### config.mk
export PLATFORM = sky130hd
export DESIGN_NAME = icc_cell
export DESIGN_NICKNAME = d
export VERILOG_FILES = /design/src/design/icc_pkg.sv /design/src/design/icc_cell.sv
export SDC_FILE = /design/constraint.sdc
export NUM_CORES = 1
export LEC_CHECK = 0
export BUFFER_PORTS_ARGS = -buffer_cell sky130_fd_sc_hd__buf_2
export CORE_ASPECT_RATIO = 0.7
export CORE_MARGIN = 4
export CORE_UTILIZATION = 50
export CTS_BUF_LIST = sky130_fd_sc_hd__clkbuf_4 sky130_fd_sc_hd__clkbuf_8
export CTS_CLUSTER_SIZE = 28
export DETAILED_ROUTE_END_ITERATION = 10
export PLACE_DENSITY = 0.94
export SLEW_MARGIN = 20
export SYNTH_ARGS = -nofsm -noshare
export SYNTH_HDL_FRONTEND = slang
export SYNTH_SLANG_ARGS = --single-unit
### constraint.sdc
create_clock -name clk -period 3.1 [get_ports clk]
set_input_delay 0.62 -clock clk [delete_from_list [all_inputs] [get_ports clk]]
set_output_delay 0.62 -clock clk [all_outputs]
set_load 0.01 [all_outputs]
### src/design/icc_pkg.sv
// Package for the interval containment counter.
// Holds payload structs, cell data structs, control struct and state codes.
// No dependencies.
`default_nettype none

package icc_pkg;

  localparam int MAX_RANGES_DEF = 64;
  localparam int VAL_W          = 32;
  localparam int IDX_W          = 6;
  localparam int CNT_W          = 6;

  typedef struct packed {
    logic [VAL_W-1:0] range_start;
    logic [VAL_W-1:0] range_end;
    logic             final_range;
  } range_t;

  typedef struct packed {
    logic [IDX_W-1:0] range_index;
    logic [CNT_W-1:0] contains_count;
    logic [CNT_W-1:0] contained_count;
    logic             overflow_flag;
    logic             last_result;
  } result_t;

  // Stored range of a cell with its two tallies
  typedef struct packed {
    logic [VAL_W-1:0] lo;
    logic [VAL_W-1:0] hi;
    logic             valid;
    logic [CNT_W-1:0] inner;
    logic [CNT_W-1:0] outer;
  } slot_t;

  // Range travelling round the ring
  typedef struct packed {
    logic [VAL_W-1:0] lo;
    logic [VAL_W-1:0] hi;
    logic             valid;
  } probe_t;

  typedef struct packed {
    logic shift;   // take slot from the previous cell
    logic fill;    // head of the chain takes a new range
    logic rotate;  // advance probes round the ring
    logic tally;   // compare own range against probe
  } cell_ctl_t;

  typedef enum logic [1:0] {
    ST_LOAD,
    ST_COMPARE,
    ST_EMIT
  } state_t;

endpackage

`default_nettype wire

### src/design/icc_cell.sv
// One cell of the containment chain: a stored range, a probe and two tallies.
// Depends on icc_pkg.
`default_nettype none

module icc_cell (
  input  wire logic              clk,
  input  wire logic              rst,
  input  wire icc_pkg::cell_ctl_t ctl,
  input  wire icc_pkg::slot_t    prev_slot,
  input  wire icc_pkg::probe_t   prev_probe,
  output icc_pkg::slot_t         slot,
  output icc_pkg::probe_t        probe
);

  localparam logic [icc_pkg::CNT_W-1:0] CNT_ONE = icc_pkg::CNT_W'(1);

  logic hit_inner;
  logic hit_outer;

  assign hit_inner = (probe.lo >= slot.lo) && (probe.hi <= slot.hi);
  assign hit_outer = (probe.lo <= slot.lo) && (probe.hi >= slot.hi);

  always_ff @(posedge clk) begin
    if (rst) begin
      slot.valid  <= 1'b0;
      probe.valid <= 1'b0;
    end else if (ctl.shift) begin
      slot.valid  <= prev_slot.valid;
      probe.valid <= prev_slot.valid;
    end else if (ctl.rotate) begin
      probe.valid <= prev_probe.valid;
    end

    if (ctl.shift) begin
      slot.lo    <= prev_slot.lo;
      slot.hi    <= prev_slot.hi;
      slot.inner <= prev_slot.inner;
      slot.outer <= prev_slot.outer;
      probe.lo   <= prev_slot.lo;
      probe.hi   <= prev_slot.hi;
    end else begin
      if (ctl.tally && slot.valid && probe.valid) begin
        if (hit_inner) slot.inner <= slot.inner + CNT_ONE;
        if (hit_outer) slot.outer <= slot.outer + CNT_ONE;
      end
      if (ctl.rotate) begin
        probe.lo <= prev_probe.lo;
        probe.hi <= prev_probe.hi;
      end
    end
  end

endmodule

`default_nettype wire

==> flow_metrics.py <==
metrics = {
    "clock_network": {
        "cts_setup_buffers": 0,
        "ctsHoldBuffers": 0,
        "post_cts_resize_count": 0,
        "htree_num_levels": 4,
        "cts_buffers": 17,
        "root_buffer": "clkbuf_8",
        "cts_tree": "yes",
        "clkTransAtPathRegs_ps": 80,
        "insertion_delay_ps": 420,
        "clock_path_buffers": 2,
        "cts_sinks": 142,
    },
    "timing": {
        "fin_crit_sh_pct": 86.4,
        "finalSetupViolCount": 0,
        "slew_headroom_pct": 65.9,
        "drv_slew": 0,
        "grt_setup_unrepaired": "no",
        "finalHoldViolations": 0,
        "min_period_ps": 2680,
        "fin_ws_ps": 420,
        "final.setup.tns_ps": 0,
        "skew_ps": 15.8,
        "tightest_slew_ps": 504,
        "fmax_ghz": 0.373,
    },
    "logic_synthesis": {
        "synth_area_leaders": "edfxtp_1, ha_1, mux2_2",
        "yosysMostFrequentCell": "edfxtp_1",
        "ys.flop_type": "edfxtp_1",
        "netlist_area_mm2": 0.00700,
        "synth_top_cell_by_area": "edfxtp_1",
        "synth_edf_count": 140,
        "yosys-top-cells-count": "edfxtp_1, ha_1, inv_1, mux2_2, nand2_1",
        "synth.distinct_cells": 46,
        "ys_seq_elements": 142,
        "yosysSeqAreaShare_pct": 60.6,
        "synth_top_cell_area_share_pct": 60.0,
        "syn-mean-instance-area_um2": 14.0,
        "synth_warnings": 0,
        "syn_nets": 715,
        "synthCells": 501,
        "ys_async_sr_fraction_pct": 0,
    },
    "die": {
        "coreArea_mm2": 0.0134,
        "fp.dieH_um": 107,
        "ios": 290,
        "num_rows": 35,
        "die_area_mm2": 0.0160,
        "start_util_pct": 52.1,
        "die_w_um": 149,
    },
    "min_path": {
        "hp-start": "rst",
        "holdPathEnd": "probe[0]",
        "hold_depth": 2,
        "worstHoldPathType": "primary input to register",
    },
    "place": {
        "pre_cts_slack_ps": 444,
        "dp_hpwl_um": 14700,
        "gp_congestion": 0.811,
        "port_buffers": 288,
    },
    "routing": {
        "drc": 0,
        "drtPass1Iterations": 4,
        "wl_per_cell_um": 18.1,
        "ant_nets": 0,
        "routed-via-count": 5197,
        "dr.first_iter.drc_count": 222,
        "vias_per_cell": 5.19,
        "postRouteWirelength_um": 18100,
    },
    "global_routing": {
        "grt_usage_pct": 22.4,
        "grt_pass1_vias": 5360,
        "met3_usage_pct": 7.14,
        "use_met1_pct": 25.4,
        "grt_max_degree": 56,
        "grt_pass1_wl_um": 27500,
        "busiest_layer": "met2",
        "grt_remaining_overflow": 0,
        "antenna_found_initial": 2,
        "gr-usage-met2_pct": 40.4,
    },
    "final_layout": {
        "finish.utilization_pct": 68.2,
        "drive_gt1_share_pct": 49.0,
        "nNetsFinal": 1018,
        "area_growth_pct": 30.9,
    },
    "critical_path": {
        "worst_setup_path_start_kind": "register",
        "cp_max_fo": 6,
        "path_delay_family": "compound AO/OA/AOI/OAI gates",
        "worst_path_largest_cell_delay_ps": 430,
        "worstPathRequired_ps": 3190,
        "worstPathArrival_ps": 2770,
        "critical_path.cell_chain": "ha_1 -> a21oi_1 -> o21ai_0 -> a221o_1 -> or3_1 -> a21oi_2 -> o22a_1",
        "worst-setup-path-type": "register to register",
        "crit_buf_inv": 0,
        "reg2reg_depth": 7,
        "regToRegStartpoint": "probe[38]",
        "slowest_stage": "or3_1",
        "reg2reg_slack_ps": 420,
        "timing.rr.end": "slot[4]",
        "cp-end-kind": "register",
    },
    "job": {
        "drv_cap": 0,
    },
    "pwr": {
        "ir_drop_uv": 336,
        "leakagePower_uw": 0.00422,
        "power_per_cell_area_mw_per_mm2": 553,
    },
    "run_status": {
        "status": "complete, no violations",
    },
}
==> flip-flops by register name, indices dropped and copies added (netlist names) <==
| signal | cells |
|---|---|
| probe | 65 |
| slot | 77 |
==> power breakdown <==
group,total [uW],switching (uW),internal (uW),leakage (uW)
registers,2430,106,2330,0.00141
clock network,1680,725,960,0.000222
logic,952,523,429,0.00259
total,5070,1350,3720,0.00422
==> how the worst max path moves through the flow <==
stage,startpoint,to,cells after the start
after global routing,probe[47],slot[8],7
after global placement,probe[38],slot[5],7
after CTS,probe[38],slot[4],7
final,probe[38],slot[4],7
after detailed placement,probe[47],slot[10],7
after floorplan,probe[30],slot[10],7
==> through the flow <==
stage / cell area, um2 / hold WS (ps) / std cells / total power (uW)
floorplan: 7000 / 551 / 501 / 2960
global placement: 8710 / 531 / 970 / 3370
detailed placement: 8710 / 538 / 970 / 3430
CTS: 9160 / 336 / 1001 / 5110
global route: 9170 / 339 / 1002 / 5320
finish: 9170 / 364 / 1002 / 5070
==> worst reg2reg max path, stage by stage (launching register included) <==
cell	delay, ps
edfxtp_1	410
ha_1	330
a21oi_1	180
o21ai_0	120
a221o_1	300
or3_1	430
a21oi_2	250
o22a_1	340
==> routing by layer <==
metal / up-vias / wire, um
met3: 24 / 1770
met2: 237 / 9250
met5: - / 13
met1: 2465 / 6720
met4: 2 / 343
li1: 2469 / -
==> layout make-up <==
cell class / instances / area (um2)
Timing Repair Buffer: 295 / 1530
Inverter: 66 / 248
Tap cell: 185 / 231
Multi-Input combinational cell: 282 / 2470
Clock buffer: 17 / 234
Fill cell: 982 / 4280
Sequential cell: 142 / 4240
Clock inverter: 14 / 214
Antenna cell: 1 / 2.50
==> logic make-up (layout without fill, tap and decap cells) <==
| kind of cell | Yosys count | after routing | synth area share (%) |
|---|---|---|---|
| multiplexers | 68 | 68 | 10.9 |
| XOR/XNOR | 8 | 8 | 1.00 |
| AND/OR/NAND/NOR | 71 | 71 | 5.36 |
| flip-flops | 142 | 142 | 60.6 |
| buffers and inverters | 77 | 392 | 4.20 |
| AO/OA/AOI/OAI | 69 | 69 | 6.13 |
| adder cells (fa/ha/maj) | 66 | 66 | 11.8 |
| other | 0 | 1 | 0 |
==> layout by cell type, fill, tap and decap left out, types with 3 or more instances in the layout <==
cell / instances
nand3_1: 9
xnor2_1: 4
a21o_1: 4
buf_4: 5
inv_6: 4
nand2_1: 29
edfxtp_1: 140
mux2_2: 66
nand4_1: 11
inv_1: 66
xor2_1: 4
nor2_1: 6
o211ai_1: 3
ha_1: 66
clkbuf_8: 17
o21ai_0: 17
bufinv_16: 5
buf_2: 287
a21oi_1: 27
No activity file was read; power rests on OpenSTA's default activity.
