--- src/design/icc_pkg.sv ---
// Package for the interval containment counter.
// Holds payload structs, cell data structs, control struct and state codes.
// No dependencies.
`default_nettype none

package icc_pkg;

  localparam int MAX_RANGES_DEF = 64;
  localparam int VAL_W          = 32;
  localparam int IDX_W          = 6;
  localparam int CNT_W          = 6;

  typedef struct packed {
    logic [VAL_W-1:0] range_start;
    logic [VAL_W-1:0] range_end;
    logic             final_range;
  } range_t;

  typedef struct packed {
    logic [IDX_W-1:0] range_index;
    logic [CNT_W-1:0] contains_count;
    logic [CNT_W-1:0] contained_count;
    logic             overflow_flag;
    logic             last_result;
  } result_t;

  // Stored range of a cell with its two tallies
  typedef struct packed {
    logic [VAL_W-1:0] lo;
    logic [VAL_W-1:0] hi;
    logic             valid;
    logic [CNT_W-1:0] inner;
    logic [CNT_W-1:0] outer;
  } slot_t;

  // Range travelling round the ring
  typedef struct packed {
    logic [VAL_W-1:0] lo;
    logic [VAL_W-1:0] hi;
    logic             valid;
  } probe_t;

  typedef struct packed {
    logic shift;   // take slot from the previous cell
    logic fill;    // head of the chain takes a new range
    logic rotate;  // advance probes round the ring
    logic tally;   // compare own range against probe
  } cell_ctl_t;

  typedef enum logic [1:0] {
    ST_LOAD,
    ST_COMPARE,
    ST_EMIT
  } state_t;

endpackage

`default_nettype wire

--- src/design/icc_ctrl.sv ---
// Sequencer for the containment chain: load, ring compare and emission.
// Keeps the load count, drop mark and result index. Depends on icc_pkg.
`default_nettype none

module icc_ctrl #(
  parameter int MAX_RANGES = icc_pkg::MAX_RANGES_DEF
) (
  input  wire logic               clk,
  input  wire logic               rst,
  input  wire logic               in_fire,
  input  wire logic               in_final,
  input  wire logic               top_valid,
  input  wire logic               out_free,
  output icc_pkg::cell_ctl_t      ctl,
  output logic                    in_ready,
  output logic                    take,
  output logic [icc_pkg::IDX_W-1:0] index,
  output logic                    last,
  output logic                    overflow
);

  localparam int CW     = $clog2(MAX_RANGES + 1);
  localparam int STEP_W = $clog2(MAX_RANGES);
  localparam int WIDE   = icc_pkg::IDX_W + 1;

  icc_pkg::state_t     state, state_next;
  logic [CW-1:0]       loaded_count, loaded_count_next;
  logic [STEP_W-1:0]   step, step_next;
  logic [icc_pkg::IDX_W-1:0] index_next;
  logic                overflow_next;
  logic                room;
  logic                step_end;

  assign room     = loaded_count < CW'(MAX_RANGES);
  assign step_end = step == STEP_W'(MAX_RANGES - 1);
  assign last     = (WIDE'(index) + WIDE'(1)) == WIDE'(loaded_count);

  // Next state
  always_comb begin
    state_next = state;
    case (state)
      icc_pkg::ST_LOAD: begin
        if (in_fire && in_final) state_next = icc_pkg::ST_COMPARE;
      end
      icc_pkg::ST_COMPARE: begin
        if (step_end) state_next = icc_pkg::ST_EMIT;
      end
      icc_pkg::ST_EMIT: begin
        if (take && last) state_next = icc_pkg::ST_LOAD;
      end
      default: state_next = icc_pkg::ST_LOAD;
    endcase
  end

  // Outputs to the chain and handshake
  always_comb begin
    ctl      = '0;
    in_ready = 1'b0;
    take     = 1'b0;
    case (state)
      icc_pkg::ST_LOAD: begin
        in_ready  = 1'b1;
        ctl.fill  = 1'b1;
        ctl.shift = in_fire && room;
      end
      icc_pkg::ST_COMPARE: begin
        ctl.rotate = 1'b1;
        ctl.tally  = step != '0;
      end
      icc_pkg::ST_EMIT: begin
        ctl.shift = out_free || !top_valid;
        take      = out_free && top_valid;
      end
      default: begin
        ctl = '0;
      end
    endcase
  end

  // Counters and marks
  always_comb begin
    loaded_count_next = loaded_count;
    overflow_next     = overflow;
    step_next         = step;
    index_next        = index;
    case (state)
      icc_pkg::ST_LOAD: begin
        step_next  = '0;
        index_next = '0;
        if (in_fire) begin
          if (room) loaded_count_next = loaded_count + CW'(1);
          else      overflow_next     = 1'b1;
        end
      end
      icc_pkg::ST_COMPARE: begin
        step_next = step + STEP_W'(1);
      end
      icc_pkg::ST_EMIT: begin
        if (take) begin
          index_next = index + icc_pkg::IDX_W'(1);
          if (last) begin
            loaded_count_next = '0;
            overflow_next     = 1'b0;
          end
        end
      end
      default: begin
        step_next = '0;
      end
    endcase
  end

  always_ff @(posedge clk) begin
    if (rst) begin
      state        <= icc_pkg::ST_LOAD;
      loaded_count <= '0;
      overflow     <= 1'b0;
      step         <= '0;
      index        <= '0;
    end else begin
      state        <= state_next;
      loaded_count <= loaded_count_next;
      overflow     <= overflow_next;
      step         <= step_next;
      index        <= index_next;
    end
  end

endmodule

`default_nettype wire

--- config.mk ---
export PLATFORM = sky130hd
export DESIGN_NAME = icc_ctrl
export DESIGN_NICKNAME = d
export VERILOG_FILES = /design/src/design/icc_pkg.sv /design/src/design/icc_ctrl.sv
export SDC_FILE = /design/constraint.sdc
export NUM_CORES = 1
export LEC_CHECK = 0
export BUFFER_PORTS_ARGS = -buffer_cell sky130_fd_sc_hd__buf_4
export CORE_ASPECT_RATIO = 1.1
export CORE_MARGIN = 1
export CORE_UTILIZATION = 40
export CTS_BUF_LIST = sky130_fd_sc_hd__clkbuf_4 sky130_fd_sc_hd__clkbuf_8
export DETAILED_ROUTE_END_ITERATION = 12
export PLACE_DENSITY_LB_ADDON = 0.05
export REMOVE_ABC_BUFFERS = 1
export SYNTH_ARGS = -nofsm -noshare
export SYNTH_HDL_FRONTEND = slang
export SYNTH_SLANG_ARGS = --single-unit
--- constraint.sdc ---
create_clock -name clk -period 2.1 [get_ports clk]
set_input_delay 0 -clock clk [delete_from_list [all_inputs] [get_ports clk]]
set_output_delay 0 -clock clk [all_outputs]
set_load 0.005 [all_outputs]
==> results of run 1 <==
state kept, by name, indices dropped and copies added, names as in the netlist:
| register | count |
|---|---|
| step | 6 |
| state | 2 |
| loaded_count | 7 |
| overflow | 1 |
| index | 6 |
final cells by class:
cell class,count,area (um2),area share
timing repair buffer,28,213,0.133
clock buffer,4,36.3,0.0227
tap,34,42.5,0.0266
sequential,22,445,0.279
inverter,7,26.3,0.0165
multi-input combinational,127,833,0.522
cells in the mapped netlist (2+ instances only):
cell type	n
clkbuf_1	4
o21a_1	3
ha_1	4
a211oi_1	2
a221oi_1	2
and3_1	3
dfxtp_1	22
a21oi_1	15
nand4_1	3
nand3_1	7
xnor2_1	5
a311oi_1	4
a31oi_1	4
inv_1	7
nor2_1	15
nor3_1	5
a22oi_1	6
o21ai_0	7
buf_4	2
nand2b_1	4
xor2_1	3
nor2b_1	3
nand2_1	9
path summary, 6_finish.rpt:
kind	from	endpoint	slack, ps
worst max-delay path	index[0]	loaded_count[6]	110
worst min-delay path	rst	step[4]	20
worst max register to register	index[0]	loaded_count[6]	110
worst min register to register	loaded_count[0]	loaded_count[0]	530
repair_timing:
item / in CTS / in global routing
gates resized for setup: 0 / 7
setup endpoints to repair: 0 / 4
hold buffers: 1 / 0
endpoints found under the hold margin: 1 / 0
logic make-up (layout without fill, tap and decap cells):
group	count (synthesis)	after routing
buf+inv	17	39
fa+ha+maj	4	4
flops	22	22
simple gates	61	61
compound gates	54	54
xor+xnor	8	8
power breakdown:
group | switching, mW | total, mW | internal, mW
Clock | 0.128 | 0.234 | 0.106
Combinational | 0.0512 | 0.0953 | 0.0441
Sequential | 0.00850 | 0.431 | 0.423
Total | 0.188 | 0.761 | 0.573
layout by cell type (no fill, tap or decap), types with 3 or more instances in the layout:
cell      instances
buf_4            27
dfxtp_1          18
nor2_1           15
a21oi_1          15
nand2_1           9
inv_1             7
o21ai_0           7
nand3_1           7
a22oi_1           6
xnor2_1           5
nand2b_1          4
nor3_1            4
a31oi_1           4
a311oi_1          4
dfxtp_2           4
nor2b_1           3
nand4_1           3
o21a_1            3
xor2_1            3
ha_1              3
clkbuf_4          3
per-stage QoR:
| step | hold WS [ps] | cells | cell area, um2 |
|---|---|---|---|
| after floorplan | 66.2 | 156 | 1290 |
| after global placement | 309 | 217 | 1530 |
| after detailed placement | 327 | 217 | 1530 |
| after CTS | 20.3 | 222 | 1580 |
| after global routing | 28.7 | 222 | 1600 |
| final | 21.6 | 222 | 1600 |
routing by layer:
metal / GRT usage / vias up / part of all wire
met5: 0 / - / 0
met4: 0.0579 / 0 / 0.014
met3: 0.0186 / 4 / 0.050
met2: 0.314 / 35 / 0.49
met1: 0.244 / 635 / 0.45
li1: - / 656 / -
==> impl_metrics.yaml, run 1 <==
final_layout:
  fin_nets: 199
  post-route-util: 0.511
  antenna_cells: 0
  nFillCells: 320
  drive_gt1_frac: 0.234
  syn_to_final_growth_pct: 18.5
clock_network:
  cts_sinks: 22
  clock_latency_ps: 310
  cts_buffers: 3
  cts_htree_levels: 1
  cts_root_buf: "clkbuf_4"
  cts_buffer_depth: 2
  cts_setup_buffers: 0
  cts_tree: "yes"
  cts.clk_slew.worst_paths_ps: 120
synthesis:
  ys_seq_elements: 22
  synthFlopType: "dfxtp_1"
  synth_compound_area_frac: 0.279
  syn-instance-count: 166
  synth-seq-area-share: 0.327
  synth_top_area_share: 0.327
  synth_top_family_by_area: "compound AO/OA/AOI/OAI gates"
  syn_avg_cell_area_um2: 8.12
  synth-simple-area-share: 0.241
  synth_edf_count: 0
  synth_cell_types: 50
  synth_area_um2: 1350
  yosys.area_share.xor_xnor: 0.0520
  synth_top_cell_by_area: "dfxtp_1"
  async_flop_share: 0
  muxShareOfSynthArea: 0
  ys_warn_count: 0
  synthAdderAreaFrac: 0.0371
  synthTopCellsByArea: "dfxtp_1, a21oi_1, nor2_1, ha_1, a22oi_1"
setup_path:
  path_class: "flip-flop to flip-flop"
  cp_top_family: "compound AO/OA/AOI/OAI gates"
  crit_path_end_kind: "flip-flop"
  required_ps: 2330
  crit_path_max_incr_delay_ps: 540
  cp_max_fo: 6
  path_buf_inv: 1
  critPathArrivalTime_ps: 2230
  ff2ff_path_depth: 7
  slowest_stage: "or4_4"
  startpoint_type: "flip-flop"
  worst-path-stages: 7
  path_cells: "ha_2 > buf_4 > a31oi_1 > a221oi_1 > o21a_1 > or4_4 > a221oi_2"
route:
  drt_iter0_drc: 63
  dr_total_vias: 1330
  drc: 0
  wirelength_mm: 3.19
  drt-pass1-iter-count: 4
  viasPerCell: 5.99
  wl_per_cell_um: 14.4
  detail-route-antenna-nets: 0
floorplanning:
  coreArea_um2: 3130
  die_area_um2: 3610
  initial_core_util: 0.431
  ios: 20
  rows: 21
  die_x_um: 57.3
  die_y_um: 62.9
power_and_ir_drop:
  power_leakage_nw: 0.668
  vdd_drop_max_uv: 276
  power_density_nw_per_um2: 477
  p_total_mw: 0.761
outcome:
  status: "finished clean"
global_routing:
  grt_pass1_wl_mm: 5.35
  grt_max_degree: 22
  grt.total_usage: 0.186
  antenna_found_initial: 0
  grt_overflow: 0
  grt_pass1_vias: 1191
placed_design:
  numPortBuffers: 19
  dp_slack_ps: 52.4
  hpwl_mm: 2.39
  gp_congestion: 0.793
sta:
  relSlewSlack: 0.669
  finClkSkew_ps: 4.61
  finalSetupViolations: 0
  setup_ws_ps: 105
  rsz0062_at_grt: "true"
  fin_crit_sh: 0.950
  finalCriticalPeriod_ps: 1990
  tns_ps: 0
  fmax_mhz: 501
  slew_viol_final: 0
  hold_viol: 0
  worst_slew_pin_slew_ps: 496
min_path:
  min_path_cells: 2
  hold_path_class: "input port to flip-flop"
run:
  cap_viol_max_count: 0
Note: power is estimated with default switching activity, not from simulation.
==> run 2, diff against run 1 <==
--- a/config.mk
+++ b/config.mk
@@ -7,12 +7,11 @@
 export LEC_CHECK = 0
 export BUFFER_PORTS_ARGS = -buffer_cell sky130_fd_sc_hd__buf_4
 export CORE_ASPECT_RATIO = 1.1
-export CORE_MARGIN = 1
+export CORE_MARGIN = 3
 export CORE_UTILIZATION = 40
 export CTS_BUF_LIST = sky130_fd_sc_hd__clkbuf_4 sky130_fd_sc_hd__clkbuf_8
 export DETAILED_ROUTE_END_ITERATION = 12
 export PLACE_DENSITY_LB_ADDON = 0.05
-export REMOVE_ABC_BUFFERS = 1
 export SYNTH_ARGS = -nofsm -noshare
 export SYNTH_HDL_FRONTEND = slang
 export SYNTH_SLANG_ARGS = --single-unit
==> run 2 against run 1 <==
  * Clock skew decreased by 1.7 ps
  * Non-clock buffer count rose by 2
  * Global-route usage is 0.17 points lower
  * Clock power hardly changed
  * First-iteration DRC count is 110% higher
  * Combinational power increased by 4.5%
  * Largest cell class unchanged
==> impl_metrics.yaml, run 2 (same netlist as run 1, synthesis figures left out) <==
final_layout:
  nFillCells: 309
  drive_gt1_frac: 0.247
  seqCellArea_um2: 448
  antenna_cells: 0
  final_common_cell: "buf_4"
  top_regs: "loaded_count x7, index x6, step x6"
  syn_to_final_growth_pct: 20.7
  final_area_um2: 1630
  top_register: "loaded_count"
  fin_nets: 201
  largest_reg_flops: 7
  multi_input_area_um2: 846
  final_cell_mix: "buf_4, dfxtp_1, nor2_1, a21oi_1, nand2_1"
clock_network:
  cts.clk_slew.worst_paths_ps: 130
  cts_buffers: 3
  clock_latency_ps: 300
  cts_htree_levels: 1
  cts_tree: "yes"
  cts_buffer_depth: 2
  cts_sinks: 22
  cts_root_buf: "clkbuf_4"
power_and_ir_drop:
  comb_power_share: 0.130
  power_leakage_nw: 0.677
  p_seq_frac: 0.564
  p_int_mw: 0.575
  power.share.clock: 0.307
  vdd_drop_max_uv: 195
  p_sw_frac: 0.251
  switchingPower_mw: 0.193
  p_total_mw: 0.768
  power_density_nw_per_um2: 472
setup_path:
  path_cells: "ha_4 > and3b_1 > o21ai_1 > a2111o_1 > nor3_1 > buf_4 > buf_4"
  crit_top_cell: "buf_4"
  startpoint_type: "flip-flop"
  required_ps: 2100
  slowest_stage: "a2111o_1"
  crit_path_end_kind: "output pin"
  cp_max_fo: 6
  crit_path_max_incr_delay_ps: 440
  critPathArrivalTime_ps: 1950
  path_class: "flip-flop to output pin"
route:
  drc: 0
  wl_per_cell_um: 15.1
  wirelength_mm: 3.39
  drt_iter0_drc: 131
  dr_wl_met2_mm: 1.79
  dr_total_vias: 1328
  wl_met3_um: 84
  drt-pass1-iter-count: 4
  viasPerCell: 5.93
  wl_met1_mm: 1.47
  detail-route-antenna-nets: 0
  routed.top_layer: "met4"
floorplanning:
  coreArea_um2: 3130
  die_y_um: 66.9
  initial_core_util: 0.431
  die_x_um: 61.3
  rows: 21
  ios: 20
  die_area_um2: 4100
global_routing:
  grt_max_degree: 22
  grt_overflow: 0
  antenna_found_initial: 0
  grt.total_usage: 0.184
  grt_pass1_vias: 1318
  grt_pass1_wl_mm: 5.87
min_path:
  hold_path_class: "input port to flip-flop"
sta:
  finClkSkew_ps: 2.95
  tns_ps: 0
  hold_viol: 0
  relSlewSlack: 0.663
  fmax_mhz: 512
  rsz0062_at_grt: "false"
  finalCriticalPeriod_ps: 1950
  worst_slew_pin_slew_ps: 505
  slew_viol_final: 0
  fin_crit_sh: 0.931
  finalSetupViolations: 0
placed_design:
  gp_congestion: 0.759
  hpwl_mm: 2.51
  place_area_um2: 1540
  numPortBuffers: 19
run:
  cap_viol_max_count: 0
outcome:
  status: "finished clean"
synthesis:
  synthesis.nets: 176
[run 2: power by group through the flow]
| stage | clock, mW | combinational [mW] | sequential [mW] |
|---|---|---|---|
| after CTS | 0.247 | 0.0969 | 0.433 |
| after floorplan | 0 | 0.0575 | 0.439 |
| after detailed placement | 0 | 0.0950 | 0.442 |
| final | 0.235 | 0.0996 | 0.433 |
| after global placement | 0 | 0.0920 | 0.441 |
| after global routing | 0.264 | 0.111 | 0.434 |
[run 2: path summary, 6_finish.rpt]
kind	endpoint	startpoint	slack, ps	depth (start not counted)
setup / recovery	last	index[1]	150	7
hold reg to reg	loaded_count[0]	loaded_count[0]	520	1
setup reg to reg	loaded_count[6]	index[1]	160	7
hold / removal	state[0]	in_fire	30	3
[run 2: stage by stage]
stage | std cells | utilization | setup slack, ps | hold slack (ps)
after floorplan | 166 | - | 40.3 | 147
after global placement | 218 | 0.493 | 84.0 | 298
after detailed placement | 218 | 0.493 | 41.1 | 313
after CTS | 223 | 0.508 | 21.1 | 17.1
after global routing | 224 | 0.520 | 28.8 | 38.6
final | 224 | 0.520 | 146 | 26.1
[run 2: what timing repair did]
| action | in CTS | in global routing |
|---|---|---|
| setup buffers | 0 | 1 |
| hold buffers | 1 | 0 |
| endpoints found under the hold margin | 1 | 0 |
| setup endpoints to repair | 0 | 3 |
| resized for setup | 0 | 9 |
[run 2: worst max-delay path, delay by kind of cell, from the launching register on]
| family | cells | cell delay, ps |
|---|---|---|
| AOI/OAI and AO/OA | 2 | 500 |
| DFF | 1 | 380 |
| and+or+nand+nor | 2 | 330 |
| buffers and inverters | 2 | 280 |
| adders and majority gates | 1 | 170 |
[run 2: area by class of cell]
cell class,instances,area share
Tap cell,34,0.0262
Sequential cell,22,0.275
Clock buffer,4,0.0223
Multi-Input combinational cell,127,0.520
Timing Repair Buffer,30,0.140
Inverter,7,0.0162
[run 2: metal layers]
metal	GRT usage	vias up
met5	0	-
met4	0.0531	0
met3	0.0233	4
met2	0.340	20
met1	0.215	642
li1	-	662
==> run 3, diff against run 2 <==
==> constraint.sdc (replaced) <==
create_clock -name clk -period 2.1 [get_ports clk]
set_input_delay 0.105 -clock clk [delete_from_list [all_inputs] [get_ports clk]]
set_output_delay 0.105 -clock clk [all_outputs]
set_load 0.005 [all_outputs]
==> run 3 against run 2 <==
  * Sequential cell count did not move
  * Clock skew up 2.3 ps
  * Largest cell class unchanged
  * Die area stayed put
  * Maximum frequency fell by 3.0%
  * Worst hold slack improved by 71 ps
==> impl_metrics.yaml, run 3 (same netlist as run 1, synthesis figures left out) <==
clock_network:
  cts_tree: "yes"
  clock_latency_ps: 300
  cts.clk_slew.worst_paths_ps: 130
  cts_htree_levels: 1
  cts_sinks: 22
  cts_buffers: 3
  cts_root_buf: "clkbuf_4"
  cts_hold_buf: 0
  cts_buffer_depth: 2
outcome:
  status: "finished clean"
final_layout:
  drive_gt1_frac: 0.263
  fin_nets: 201
  syn_to_final_growth_pct: 21.4
  largest_reg_flops: 7
  top_regs: "loaded_count x7, index x6, step x6"
  final_common_cell: "buf_4"
  final_cell_mix: "buf_4, dfxtp_1, nor2_1, a21oi_1, nand2_1"
  antenna_cells: 0
  top_register: "loaded_count"
setup_path:
  crit_top_cell: "buf_4"
  slowest_stage: "a2111o_1"
  cp_max_fo: 6
  cp_top_family: "compound AO/OA/AOI/OAI gates"
  crit_path_end_kind: "output pin"
  path_cells: "ha_4 > and3b_1 > o21ai_1 > a2111o_1 > nor3_2 > buf_4 > buf_4"
  critPathArrivalTime_ps: 1910
  path_class: "flip-flop to output pin"
  ff2ff_setup_slack_ps: 130
  path_buf_inv: 2
  crit_path_max_incr_delay_ps: 450
  startpoint_type: "flip-flop"
  required_ps: 2000
power_and_ir_drop:
  comb_power_share: 0.133
  vdd_drop_max_uv: 204
  power_leakage_nw: 0.686
  p_int_mw: 0.577
  power_density_nw_per_um2: 470
  power.share.clock: 0.304
  p_total_mw: 0.769
  p_seq_frac: 0.563
  switchingPower_mw: 0.192
  p_sw_frac: 0.250
floorplanning:
  rows: 21
  coreArea_um2: 3130
  ios: 20
  die_y_um: 66.9
  die_area_um2: 4100
  initial_core_util: 0.431
  die_x_um: 61.3
sta:
  finalSetupViolations: 0
  setup_ws_ps: 85.9
  relSlewSlack: 0.658
  fmax_mhz: 497
  hold_viol: 0
  finClkSkew_ps: 5.24
  worst_slew_pin_slew_ps: 513
  finalCriticalPeriod_ps: 2010
  slew_viol_final: 0
  fin_crit_sh: 0.959
placed_design:
  numPortBuffers: 19
  hpwl_mm: 2.51
  gp_congestion: 0.759
  dp_slack_ps: 41.1
route:
  drc: 0
  wirelength_mm: 3.43
  viasPerCell: 5.89
  drt_iter0_drc: 87
  dr_total_vias: 1320
  detail-route-antenna-nets: 0
  drt-pass1-iter-count: 4
  wl_per_cell_um: 15.3
global_routing:
  grt_max_degree: 22
  grt_pass1_vias: 1324
  grt_pass1_wl_mm: 5.88
  grt_overflow: 0
  grt.total_usage: 0.185
  antenna_found_initial: 0
run:
  cap_viol_max_count: 0
synthesis:
  synthesis.nets: 176
min_path:
  hold_path_class: "input port to flip-flop"
-- run 3: cell types whose count changed in the layout (fill, tap and decap cells not counted) --
cell / previous run / this run
a221oi_1: 2 / 1
nor3_2: 0 / 1
a221oi_2: 1 / 2
buf_4: 29 / 30
nor3_1: 5 / 4
dlygate4sd3_1: 1 / 0
-- run 3: area by class of cell --
type / instances / area (um2)
Sequential cell: 22 / 448
Tap cell: 34 / 42.5
Inverter: 7 / 26.3
Clock buffer: 4 / 36.3
Fill cell: 305 / 1490
Multi-Input combinational cell: 127 / 857
Timing Repair Buffer: 30 / 225
-- run 3: stage by stage --
step / utilization / cells / hold WS (ps) / cell area [um2] / setup TNS (ps)
after floorplan: - / 166 / 252 / 1350 / 0
after detailed placement: 0.493 / 218 / 418 / 1540 / 0
after CTS: 0.507 / 222 / 87.3 / 1590 / 0
after global routing: 0.523 / 224 / 138 / 1640 / -5.96
final: 0.523 / 224 / 97.3 / 1640 / 0
after global placement: 0.493 / 218 / 403 / 1540 / 0
-- run 3: power by group through the flow --
stage          Sequential, mW  Combinational, mW  Clock [mW]
4_1_cts                 0.433             0.0961       0.247
5_1_grt                 0.434              0.113       0.264
2_1_floorplan           0.439             0.0575           0
3_3_place_gp            0.441             0.0920           0
3_5_place_dp            0.442             0.0950           0
6_report                0.433              0.102       0.234
-- run 3: final timing paths --
path,endpoint,cells past startpoint,startpoint
min,state[0],3,in_final
min reg2reg,loaded_count[0],1,loaded_count[0]
max reg2reg,loaded_count[6],7,index[1]
max,last,7,index[1]
-- run 3: worst min-delay path, cell delays in order --
cell	delay [ps]
buf_4	80
a31oi_1	70
nor3_1	110
-- run 3: what timing repair did --
item / CTS / global route
setup buffers: 0 / 2
hold endpoints to repair: 0 / 0
gates cloned: 0 / 0
setup endpoints to repair: 1 / 2
resized for setup: 2 / 9
pin swaps: 0 / 4
-- run 3: per-layer routing --
| layer | up-vias | GRT usage | wire length [um] |
|---|---|---|---|
| met5 | - | 0 | 0 |
| met4 | 0 | 0.0531 | 23 |
| met3 | 2 | 0.0233 | 56 |
| met2 | 11 | 0.343 | 1800 |
| met1 | 644 | 0.214 | 1550 |
| li1 | 663 | - | - |
